===== config.mk =====
export PLATFORM = sky130hd
export DESIGN_NAME = counting_semaphore_fifo_waiters_core
export DESIGN_NICKNAME = d
export VERILOG_FILES = /design/src/sv/csfw_pkg.sv /design/src/sv/counting_semaphore_fifo_waiters_core.sv
export SDC_FILE = /design/constraint.sdc
export NUM_CORES = 1
export LEC_CHECK = 0
export BUFFER_PORTS_ARGS = -buffer_cell sky130_fd_sc_hd__buf_2
export CAP_MARGIN = 30
export CORE_MARGIN = 1.5
export CORE_UTILIZATION = 50
export DETAILED_ROUTE_END_ITERATION = 16
export GPL_TIMING_DRIVEN = 0
export PLACE_DENSITY = 0.68
export REMOVE_ABC_BUFFERS = 1
export SLEW_MARGIN = 40
export SYNTH_ARGS = -nofsm -noshare
export SYNTH_HDL_FRONTEND = slang
export SYNTH_SLANG_ARGS = --single-unit

===== constraint.sdc =====
create_clock -name clk -period 6 [get_ports clk]
set_input_delay 0.3 -clock clk [delete_from_list [all_inputs] [get_ports clk]]
set_output_delay 0.3 -clock clk [all_outputs]
set_load 0.03 [all_outputs]

===== src/sv/csfw_pkg.sv =====
`timescale 1ns / 1ps
// Package for the counting semaphore with FIFO wait queue.
// Holds result codes, count limits and parameter defaults; no dependencies.
package csfw_pkg;

  localparam int QUEUE_DEPTH_DEF   = 16;
  localparam int ID_BITS_DEF       = 8;
  localparam int PRIORITY_BITS_DEF = 8;

  localparam int INIT_W  = 15;
  localparam int COUNT_W = 16;
  localparam int COUNT_MAX = 32767;

  typedef enum logic [2:0] {
    ACT_PROCEED = 3'd0,
    ACT_BLOCK   = 3'd1,
    ACT_WOKEN   = 3'd2,
    ACT_YIELD   = 3'd3,
    ACT_ERROR   = 3'd4
  } action_t;

  typedef enum logic [1:0] {
    ERR_NONE = 2'd0,
    ERR_FULL = 2'd1,
    ERR_SAT  = 2'd2
  } err_t;

  localparam logic OP_WAIT   = 1'b0;
  localparam logic OP_SIGNAL = 1'b1;

endpackage


===== src/sv/counting_semaphore_fifo_waiters_core.sv =====
`timescale 1ns / 1ps
// Counting semaphore with a FIFO wait queue held in a synchronous-read RAM.
// The result is registered in the cycle after accept; a signal that wakes first passes through ST_READ.
// Throughput: one item per cycle for waits and non-waking signals while the result channel is not stalled;
// a waking signal holds the input through ST_READ, set by the synchronous read of the waiter RAM at the queue head.
// Reset (rst_n low, synchronous): count and queue pointers to zero, output empty.
// Depends on csfw_pkg.
module counting_semaphore_fifo_waiters_core
  import csfw_pkg::*;
#(
  parameter int QUEUE_DEPTH   = QUEUE_DEPTH_DEF,
  parameter int ID_BITS       = ID_BITS_DEF,
  parameter int PRIORITY_BITS = PRIORITY_BITS_DEF
) (
  input  logic                      clk,
  input  logic                      rst_n,
  // configuration: initial count
  input  logic                      cfg_we,
  input  logic [INIT_W-1:0]         cfg_initial_count,
  // request channel
  input  logic                      in_valid,
  output logic                      in_stall,
  input  logic                      in_opcode,
  input  logic [ID_BITS-1:0]        in_caller_id,
  input  logic [PRIORITY_BITS-1:0]  in_caller_priority,
  // result channel
  output logic                      out_valid,
  input  logic                      out_stall,
  output logic [2:0]                out_action,
  output logic [ID_BITS-1:0]        out_woken_id,
  output logic [1:0]                out_error_kind,
  output logic signed [COUNT_W-1:0] out_count_after
);

  localparam int PTR_W = (QUEUE_DEPTH > 1) ? $clog2(QUEUE_DEPTH) : 1;
  localparam int ENT_W = ID_BITS + PRIORITY_BITS;
  localparam logic [PTR_W-1:0] PTR_LAST = PTR_W'(QUEUE_DEPTH - 1);
  // Lowest count allowed: one negative step per queued waiter.
  localparam logic signed [COUNT_W-1:0] COUNT_FLOOR = COUNT_W'(-QUEUE_DEPTH);
  localparam logic signed [COUNT_W-1:0] COUNT_TOP   = COUNT_W'(COUNT_MAX);

  typedef enum logic {
    ST_IDLE,
    ST_READ
  } state_t;

  // ---------------------------------------------------------------------------
  // Waiter RAM: {priority, id}, written at the tail, read at the head.
  // ---------------------------------------------------------------------------
  logic [ENT_W-1:0] wq_mem [QUEUE_DEPTH];
  logic [ENT_W-1:0] rd_data_r;
  logic             mem_we;
  logic             mem_re;

  // ---------------------------------------------------------------------------
  // Control and datapath state
  // ---------------------------------------------------------------------------
  state_t                      state_r, state_nxt;
  logic signed [COUNT_W-1:0]   count_r, count_nxt;
  logic [PTR_W-1:0]            head_r, head_nxt;
  logic [PTR_W-1:0]            tail_r, tail_nxt;
  logic [PRIORITY_BITS-1:0]    sig_pri_r;

  logic                        out_valid_r, out_valid_nxt;
  action_t                     out_action_r, out_action_nxt;
  logic [ID_BITS-1:0]          out_woken_r, out_woken_nxt;
  err_t                        out_err_r, out_err_nxt;
  logic signed [COUNT_W-1:0]   out_count_r, out_count_nxt;

  logic out_fire;
  logic out_free;
  logic accept;
  logic q_full;
  logic cnt_sat;
  logic wake;

  assign out_fire = out_valid_r & ~out_stall;
  // Output slot can take a new result this edge.
  assign out_free = ~out_valid_r | ~out_stall;
  // One request at a time; a waking signal holds the input during its RAM read.
  assign in_stall = (state_r != ST_IDLE) | ~out_free;
  assign accept   = in_valid & ~in_stall;

  assign q_full  = (count_r <= COUNT_FLOOR);
  assign cnt_sat = (count_r >= COUNT_TOP);
  // A signal with a negative count always dequeues; saturation cannot apply there.
  assign wake    = accept & (in_opcode == OP_SIGNAL) & (count_r < 0);

  // Wait that drives the count negative enqueues at the tail.
  assign mem_we = accept & (in_opcode == OP_WAIT) & ~q_full & (count_r <= 0);
  assign mem_re = wake;

  always_ff @(posedge clk) begin
    if (mem_we) begin
      wq_mem[tail_r] <= {in_caller_priority, in_caller_id};
    end
    if (mem_re) begin
      rd_data_r <= wq_mem[head_r];
    end
  end

  always_comb begin
    state_nxt      = state_r;
    count_nxt      = count_r;
    head_nxt       = head_r;
    tail_nxt       = tail_r;
    out_valid_nxt  = out_valid_r & ~out_fire;
    out_action_nxt = out_action_r;
    out_woken_nxt  = out_woken_r;
    out_err_nxt    = out_err_r;
    out_count_nxt  = out_count_r;

    case (state_r)
      ST_IDLE: begin
        if (accept) begin
          out_woken_nxt  = '0;
          out_err_nxt    = ERR_NONE;
          out_action_nxt = ACT_PROCEED;
          if (in_opcode == OP_WAIT) begin
            if (q_full) begin
              out_action_nxt = ACT_ERROR;
              out_err_nxt    = ERR_FULL;
            end else begin
              count_nxt = count_r - COUNT_W'(1);
              if (count_r <= 0) begin
                out_action_nxt = ACT_BLOCK;
                tail_nxt = (tail_r == PTR_LAST) ? '0 : tail_r + PTR_W'(1);
              end
            end
          end else begin
            if (cnt_sat) begin
              out_action_nxt = ACT_ERROR;
              out_err_nxt    = ERR_SAT;
            end else begin
              count_nxt = count_r + COUNT_W'(1);
              if (count_r < 0) begin
                head_nxt = (head_r == PTR_LAST) ? '0 : head_r + PTR_W'(1);
              end
            end
          end
          out_count_nxt = count_nxt;
          if (wake) begin
            // result waits for the head entry
            state_nxt = ST_READ;
          end else begin
            out_valid_nxt = 1'b1;
          end
        end
      end
      ST_READ: begin
        // Output slot is empty here: it was free when the signal was taken.
        out_valid_nxt  = 1'b1;
        out_woken_nxt  = rd_data_r[ID_BITS-1:0];
        out_action_nxt = (sig_pri_r < rd_data_r[ENT_W-1:ID_BITS]) ? ACT_YIELD : ACT_WOKEN;
        state_nxt      = ST_IDLE;
      end
      default: begin
        state_nxt = ST_IDLE;
      end
    endcase

    // Loading the initial count drops every queued waiter.
    if (cfg_we) begin
      count_nxt = COUNT_W'(cfg_initial_count);
      head_nxt  = '0;
      tail_nxt  = '0;
    end
  end

  always_ff @(posedge clk) begin
    if (!rst_n) begin
      state_r     <= ST_IDLE;
      count_r     <= '0;
      head_r      <= '0;
      tail_r      <= '0;
      out_valid_r <= 1'b0;
    end else begin
      state_r     <= state_nxt;
      count_r     <= count_nxt;
      head_r      <= head_nxt;
      tail_r      <= tail_nxt;
      out_valid_r <= out_valid_nxt;
    end
    if (accept) begin
      sig_pri_r <= in_caller_priority;
    end
    out_action_r <= out_action_nxt;
    out_woken_r  <= out_woken_nxt;
    out_err_r    <= out_err_nxt;
    out_count_r  <= out_count_nxt;
  end

  assign out_valid       = out_valid_r;
  assign out_action      = out_action_r;
  assign out_woken_id    = out_woken_r;
  assign out_error_kind  = out_err_r;
  assign out_count_after = out_count_r;

endmodule


# After elaboration in Yosys (flattened, before gate mapping)
# Memory sizes are Yosys's and may differ from the RTL's. A register that Yosys moved wholly into a read port is not among the register bits.
# Index checks and enable logic that the tools add are counted.
# W data, S select, Z words.
# classes
add_sub_neg	4
n_lt_le_gt_ge	5
eq_ne	4
muxes	28
bitwise	20
reduce_logical	6
# op_table
cell	count
$mux W16	3
$mux W15	3
$add A16 B2 Y16 const B	1
$ge A16 B16 Y1 const B	1
$le A16 B1 Y1 const B	1
$le A16 B5 Y1 const B	1
$lt A16 B1 Y1 const B	1
$pmux W8 S2	1
$sub A16 B2 Y16 const B	1
$mux W3	4
$not A1 Y1	10
$reduce_and A5 Y1	2
$mux W1	9
$add A4 B1 Y4 const B	2
$and A1 B1 Y1	8
$eq A4 B4 Y1 const B	2
$lt A8 B8 Y1	1
$mux W4	2
$mux W8	1
$pmux W3 S2	1
$mux W2	2
$ne A2 B2 Y1 const B	2
$pmux W1 S2	2
$reduce_and A2 Y1	2
other kinds (3)	4
# totals
ff_bits	63
ramBits	256
output_inout_bits	31
wordCells	79
memories	1
# mem_list
memory	words	word_bits	rd	rd_clocked_by_memory_dff	write_ports	line_no	rtl
wq_mem	16	16	1	1	1	counting_semaphore_fifo_waiters_core.sv:50	logic [ENT_W-1:0] wq_mem [QUEUE_DEPTH];

# Longest topological paths before layout
# Gate-level depths: netlist of run 1.
# depth
depth_word	11
ltp_mapped	8

# Least setup slack after synthesis of run 1
# Ideal clock, no wire load.
# synth_timing
path_kind	register to register
startpoint	register count_r[3]
endpoint	memory wq_mem[4][0] in the netlist's numbering, enable pin
arrival_ns	2.952
required_ns	5.591
path_slack_ns	2.639
path_stages_with_launch	8
n_path_buf	1
synth_period_minus_slack_ns	3.361
cell_sequence	dfxtp_1 buf_6 or4_4 nor4b_4 a31o_4 and3_4 nand2_1 nor3_1
# synth_via
elab_chain_len	6
word_cells_on_any_way	7
cone_classes	2 x order compare; 2 x mux; 3 x bitwise
# synth_lines
element	line_no	rtl
start: declaration	counting_semaphore_fifo_waiters_core.sv:59	logic signed [COUNT_W-1:0] count_r, count_nxt;
start signal: assignment	counting_semaphore_fifo_waiters_core.sv:179	count_r <= count_nxt;
$le A16 B5 Y1	counting_semaphore_fifo_waiters_core.sv:84	assign q_full = (count_r <= COUNT_FLOOR);
$not A1 Y1 (no source line)	--	
$and A1 B1 Y1	counting_semaphore_fifo_waiters_core.sv:90	assign mem_we = accept & (in_opcode == OP_WAIT) & ~q_full & (count_r <= 0);
$and A1 B1 Y1 (*)	counting_semaphore_fifo_waiters_core.sv:90	
$mux W1 (*)	counting_semaphore_fifo_waiters_core.sv:94	if (mem_we) begin
$mux W1 (implied by the code) (*)	counting_semaphore_fifo_waiters_core.sv:95	wq_mem[tail_r] <= {in_caller_priority, in_caller_id};
end: declaration	counting_semaphore_fifo_waiters_core.sv:50	
# Mark *: on every way between the ends. The rest lies on a longest branch, timed or not.

# Final worst setup path of run 1
# layout_timing
startpoint	register state_r
endpoint	memory wq_mem[6][13] in the netlist's numbering, enable pin
# layout_via
elab_chain_len	8
# layout_lines
element	line_no	rtl
start: declaration	counting_semaphore_fifo_waiters_core.sv:58	state_t state_r, state_nxt;
start signal: assignment	counting_semaphore_fifo_waiters_core.sv:178	state_r <= state_nxt;
$or A1 B1 Y1	counting_semaphore_fifo_waiters_core.sv:81	assign in_stall = (state_r != ST_IDLE) | ~out_free;
$not A1 Y1	counting_semaphore_fifo_waiters_core.sv:82	assign accept = in_valid & ~in_stall;
$and A1 B1 Y1	counting_semaphore_fifo_waiters_core.sv:82	
$and A1 B1 Y1 (3 in a row)	counting_semaphore_fifo_waiters_core.sv:90	
$mux W1	counting_semaphore_fifo_waiters_core.sv:94	
$mux W1 (implied by the code)	counting_semaphore_fifo_waiters_core.sv:95	
# No other way between the ends.

==> results of run 1 <==
[cells in the final DEF, fill, tap and decap left out, types with 15 or more instances in the layout]
cell type	instances
edfxtp_1	309
mux4_2	80
buf_2	68
clkbuf_16	35
nor2_1	29
nand2_1	27
inv_1	26
a21oi_1	26
o21ai_0	26
dfxtp_1	22
nor3_1	17
ha_1	15
[worst max-delay path, stage by stage (launching register included)]
cell and delay, ns:
dfxtp_1 0.51, a21oi_1 0.32, nand2_2 0.35, inv_2 0.52
and3_4 0.30, nand2_1 0.16, nor3_2 0.50, buf_4 0.27
buf_4 0.18
[registers in the layout, summed over array words and instances (netlist names)]
signal / count
sig_pri_r: 8
out_woken_id: 8
out_action: 3
state_r: 1
out_count_after: 16
out_valid: 1
wq_mem: 256
head_r: 4
tail_r: 4
rd_data_r: 16
out_error_kind: 2
count_r: 16
[power breakdown]
group | switching (mW) | internal, mW
combinational | 0.130 | 0.0573
sequential | 0.0254 | 2.58
clock | 0.843 | 1.17
total | 0.998 | 3.80
[how the worst max path moves through the flow]
stage / startpoint / to / slack [ns]
floorplan: head_r[0] / rd_data_r[0] / 1.81
global placement: state_r / wq_mem[4][13] / 0.14
detailed placement: state_r / wq_mem[6][4] / 2.00
CTS: state_r / wq_mem[6][7] / 1.98
global route: state_r / wq_mem[6][7] / 2.44
finish: state_r / wq_mem[6][13] / 2.57
[logic make-up after synthesis]
kind of cell / after synthesis / share of synthesized area, %
XOR/XNOR: 20 / 1.27
multiplexers: 85 / 13.5
buffers and inverters: 72 / 2.14
adder cells (fa/ha/maj): 15 / 1.36
flip-flops: 335 / 71.3
AO/OA/AOI/OAI: 88 / 4.15
AND/OR/NAND/NOR: 159 / 6.36
[metrics by stage]
stage          setup WS (ns)  total power, mW
2_1_floorplan           1.81             2.75
3_3_place_gp           0.144             2.83
3_5_place_dp            2.00             2.84
4_1_cts                 1.98             4.84
5_1_grt                 2.44             4.94
6_report                2.57             4.80
[area by class of cell]
cell class / count / share of cell area (%)
well taps: 341 / 2.71
multi-input cells: 367 / 23.7
clock inverters: 12 / 0.788
clock buffers: 48 / 5.88
repair buffers: 89 / 3.85
flip-flops and latches: 335 / 62.4
inverters: 28 / 0.668
[routing by layer]
layer,global-route usage [%],vias to the layer above,part of all wire [%]
li1,-,3288,-
met1,29.8,3815,42
met2,36.1,288,49
met3,3.34,76,5.1
met4,8.23,2,3.3
met5,0,-,0.023
==> metrics.yaml, run 1 <==
fp.coreArea_um2: 27000
place_inst: 1160
required_ns: 6.22
place_area_um2: 14700
hold_ws_ns: 0.0341
post-route-util_pct: 58.3
synth.distinct_cells: 62
timing.fmax_mhz: 292
grt_pass1_wl_um: 45600
fin_setup_tns_ns: 0
hold_buffers: 0
cts_sinks: 335
startpoint_type: "register"
gp_congestion: 0.895
via_per_inst: 6.12
yosys-top-cells-area: "edfxtp_1, mux4_2, dfxtp_1"
status: "finished clean"
maxCapViolations: 0
multiInputGateArea_um2: 3730
grt_max_degree: 37
yosysWarnings: 0
min_period_ns: 3.43
hold_path.class: "in -> reg"
relSlewSlack_pct: 48.2
cp.arrival_ns: 3.65
antenna_found_initial: 1
clockBufferDepth: 3
ys_ff_latch: 335
synth_edf_count: 309
synth-async-reset-ratio_pct: 0
gr-total-overflow: 0
seq_area_frac_synth_pct: 71.3
hpwl_um: 18700
crit_path_end_kind: "register"
cts_resized: 0
avgSynthCellArea_um2: 17.8
power_density_nw_per_um2: 305
final_area_um2: 15700
synthTopCellsByCount: "edfxtp_1, mux4_2, nor2_1"
whs_path_depth: 2
die_w_um: 169
cts_setup_buffers: 0
area_growth_pct: 14.3
fp.dieH_um: 169
cts_tree: "yes"
drc: 0
routed_wl_um: 30300
hp-start: "cfg_initial_count[14]"
finalNonFillerCells: 1220
ant_nets: 0
peakVddDrop_mv: 0.298
skew_ns: 0.0154
htreeDepth: 2
grt_pass1_vias: 7608
start_util_pct: 51.0
n_fill_cell: 1967
hold-path-endpoint: "count_r[14]"
grt_usage_pct: 21.9
worstSetupPathType: "reg -> reg"
diodes: 0
p_leak_nw: 5.10
rrSetupSlack_ns: 2.57
setup_viol: 0
seqCellArea_um2: 9810
core.rowCount: 60
io_pins: 68
synth_cells: 774
synth_ff_type: "edfxtp_1"
vias: 7469
final_layout_size_suffix_gt1_share_pct: 28.1
period_share_pct: 57.2
worst_pin_slew_ns: 0.770
synthMostInstantiatedCell: "edfxtp_1"
cts_buffers: 35
synth_top_cell_area_share_pct: 67.5
hold_viol_final: 0
wl_per_cell_um: 24.9
timing.rr.end: "wq_mem[6][13]"
cp_max_fo: 19
syn_area_um2: 13800
ff2ff_path_depth: 8
yosysTopAreaCell: "edfxtp_1"
fin_nets: 908
drt_iter0_markers: 746
clk_pin_slew_ns: 0.06
portBuffers: 67
root_buffer: "clkbuf_16"
die_area_um2: 28500
rsz0062_at_grt: "no"
timing.rr.start: "state_r"
drt_first_pass_iters: 7
clk_latency_ns: 0.52
drv_slew: 0
Note: power is estimated with default switching activity, not from simulation.
==> run 2: changes to the inputs <==
Clock period 6 ns to 3.6 ns, I/O delays scaled along.
==> metrics.yaml, run 2 (synthesis results as in run 1) <==
layout_commonest_cell: "edfxtp_1"
io_pins: 68  # unchanged
setup_ws_ns: 0.187  # -2.38 ns
whs_path_depth: 3  # +1
worst_pin_slew_ns: 0.778  # +0.00828 ns
required_ns: 3.82  # -2.40 ns
relSlewSlack_pct: 47.8  # -0.40 points
cts_tree: "yes"
hold_path.class: "in -> reg"
fin_nets: 924  # +1.8%
timing.fmax_mhz: 293  # +0.49%
multiInputGateArea_um2: 3730  # unchanged
peakVddDrop_mv: 0.498  # +67%
drt_iter0_markers: 700  # -6.2%
power_density_nw_per_um2: 505  # +65%
grt_usage_pct: 22.0  # +0.13 points
clockBufferDepth: 3  # unchanged
diodes: 0  # unchanged
antenna_found_initial: 1  # unchanged
cts_sinks: 335  # unchanged
cts_buffers: 35  # unchanged
fp.dieH_um: 169  # unchanged
area_growth_pct: 15.5
fin_setup_tns_ns: 0  # unchanged
cp_max_fo: 13  # -6
skew_ns: 0.0156  # +0.000228 ns
drc: 0  # unchanged
die_w_um: 169  # unchanged
period_share_pct: 94.8  # +38 points
startpoint_type: "register"
ant_nets: 0  # unchanged
maxCapViolations: 0  # unchanged
via_per_inst: 6.09  # -0.58%
drv_slew: 0  # unchanged
root_buffer: "clkbuf_16"
gr-total-overflow: 0  # unchanged
grt_max_degree: 37  # unchanged
hpwl_um: 18700  # unchanged
drt_first_pass_iters: 5  # -2
clk_latency_ns: 0.52  # about the same
status: "finished clean"
final_layout_size_suffix_gt1_share_pct: 27.7  # -0.39 points
gp_congestion: 0.895  # unchanged
core.rowCount: 60  # unchanged
worstSetupPathType: "reg -> reg"
cp.arrival_ns: 3.63  # -0.02 ns
dp_slack_ns: -0.403  # -2.40 ns
grt_pass1_vias: 7693  # +1.1%
ff2ff_path_depth: 8  # unchanged
vias: 7523  # +0.72%
grt_pass1_wl_um: 45900  # +0.57%
n_fill_cell: 1958  # -0.46%
hold_viol_final: 0  # unchanged
start_util_pct: 51.0  # unchanged
top_register: "wq_mem"
crit_path_end_kind: "register"
fp.coreArea_um2: 27000  # unchanged
min_period_ns: 3.41  # -0.0167 ns
die_area_um2: 28500  # unchanged
largest_reg_flops: 256  # unchanged
rsz0062_at_grt: "no"
clk_pin_slew_ns: 0.06  # about the same
portBuffers: 67  # unchanged
routed_wl_um: 30600  # +0.77%
wl_per_cell_um: 24.7  # -0.54%
final_cell_mix: "edfxtp_1, mux4_2, buf_2"
htreeDepth: 2  # unchanged
seqCellArea_um2: 9810  # unchanged
setup_viol: 0  # unchanged
p_leak_nw: 5.17  # +1.3%
run 2: cell types whose count changed in the layout (fill, tap and decap cells not counted):
cell / before / now
dlygate4sd3_1: 0 / 15
buf_4: 12 / 13
clkinvlp_4: 0 / 1
inv_2: 1 / 0
run 2: final cells by class:
| type | count | area share [%] |
|---|---|---|
| clock inverters | 12 | 0.780 |
| flip-flops and latches | 335 | 61.7 |
| well taps | 341 | 2.69 |
| repair buffers | 105 | 4.80 |
| inverters | 28 | 0.685 |
| multi-input cells | 367 | 23.5 |
| clock buffers | 48 | 5.82 |
run 2: stage by stage:
step	hold slack (ns)	cells	power, mW	area (um^2)	utilization, %
floorplan	0.279	730	4.59	13600	-
global placement	0.437	1138	4.71	14300	53.2
detailed placement	0.442	1160	4.73	14700	54.4
CTS	0.0114	1236	8.08	15900	58.9
global route	0.0242	1236	8.25	15900	58.9
finish	0.0275	1236	8.02	15900	58.9
run 2: power by group:
part / total (mW) / leakage (nW) / switching (mW) / internal (mW)
sequential: 4.34 / 3.03 / 0.0425 / 4.29
clock: 3.36 / 0.511 / 1.41 / 1.95
combinational: 0.327 / 1.63 / 0.220 / 0.107
total: 8.02 / 5.17 / 1.67 / 6.35
run 2: what timing repair did:
action / in CTS / in global routing
hold buffers: 15 / 0
endpoints found under the setup margin: 247 / 0
resized for setup: 1 / 0
buffers inserted: 1 / 0
hold endpoints to repair: 14 / 0
run 2: critical path, cell delays in order (launching register included):
cell and delay [ns]:
dfxtp_1 0.59, nor2_1 0.20, a2111o_1 0.51, a21oi_1 0.39
and3_4 0.30, nand2_1 0.17, nor3_2 0.49, buf_4 0.27
buf_4 0.18
run 2: path summary, 6_finish.rpt:
path	from	end	slack [ns]
setup / recovery	count_r[2]	wq_mem[6][13]	0.19
hold / removal	cfg_we	count_r[10]	0.03
setup reg to reg	count_r[2]	wq_mem[6][13]	0.19
hold reg to reg	rd_data_r[6]	out_woken_id[6]	0.52
run 2: per-layer routing:
metal / part of all wire, % / vias up / routed length, um / track usage (%)
met3: 4.9 / 75 / 1500 / 3.25
met5: 0.023 / - / 7 / 0
met1: 43 / 3850 / 13000 / 29.9
li1: - / 3318 / - / -
met4: 3.3 / 2 / 1020 / 8.50
met2: 49 / 278 / 15000 / 36.3
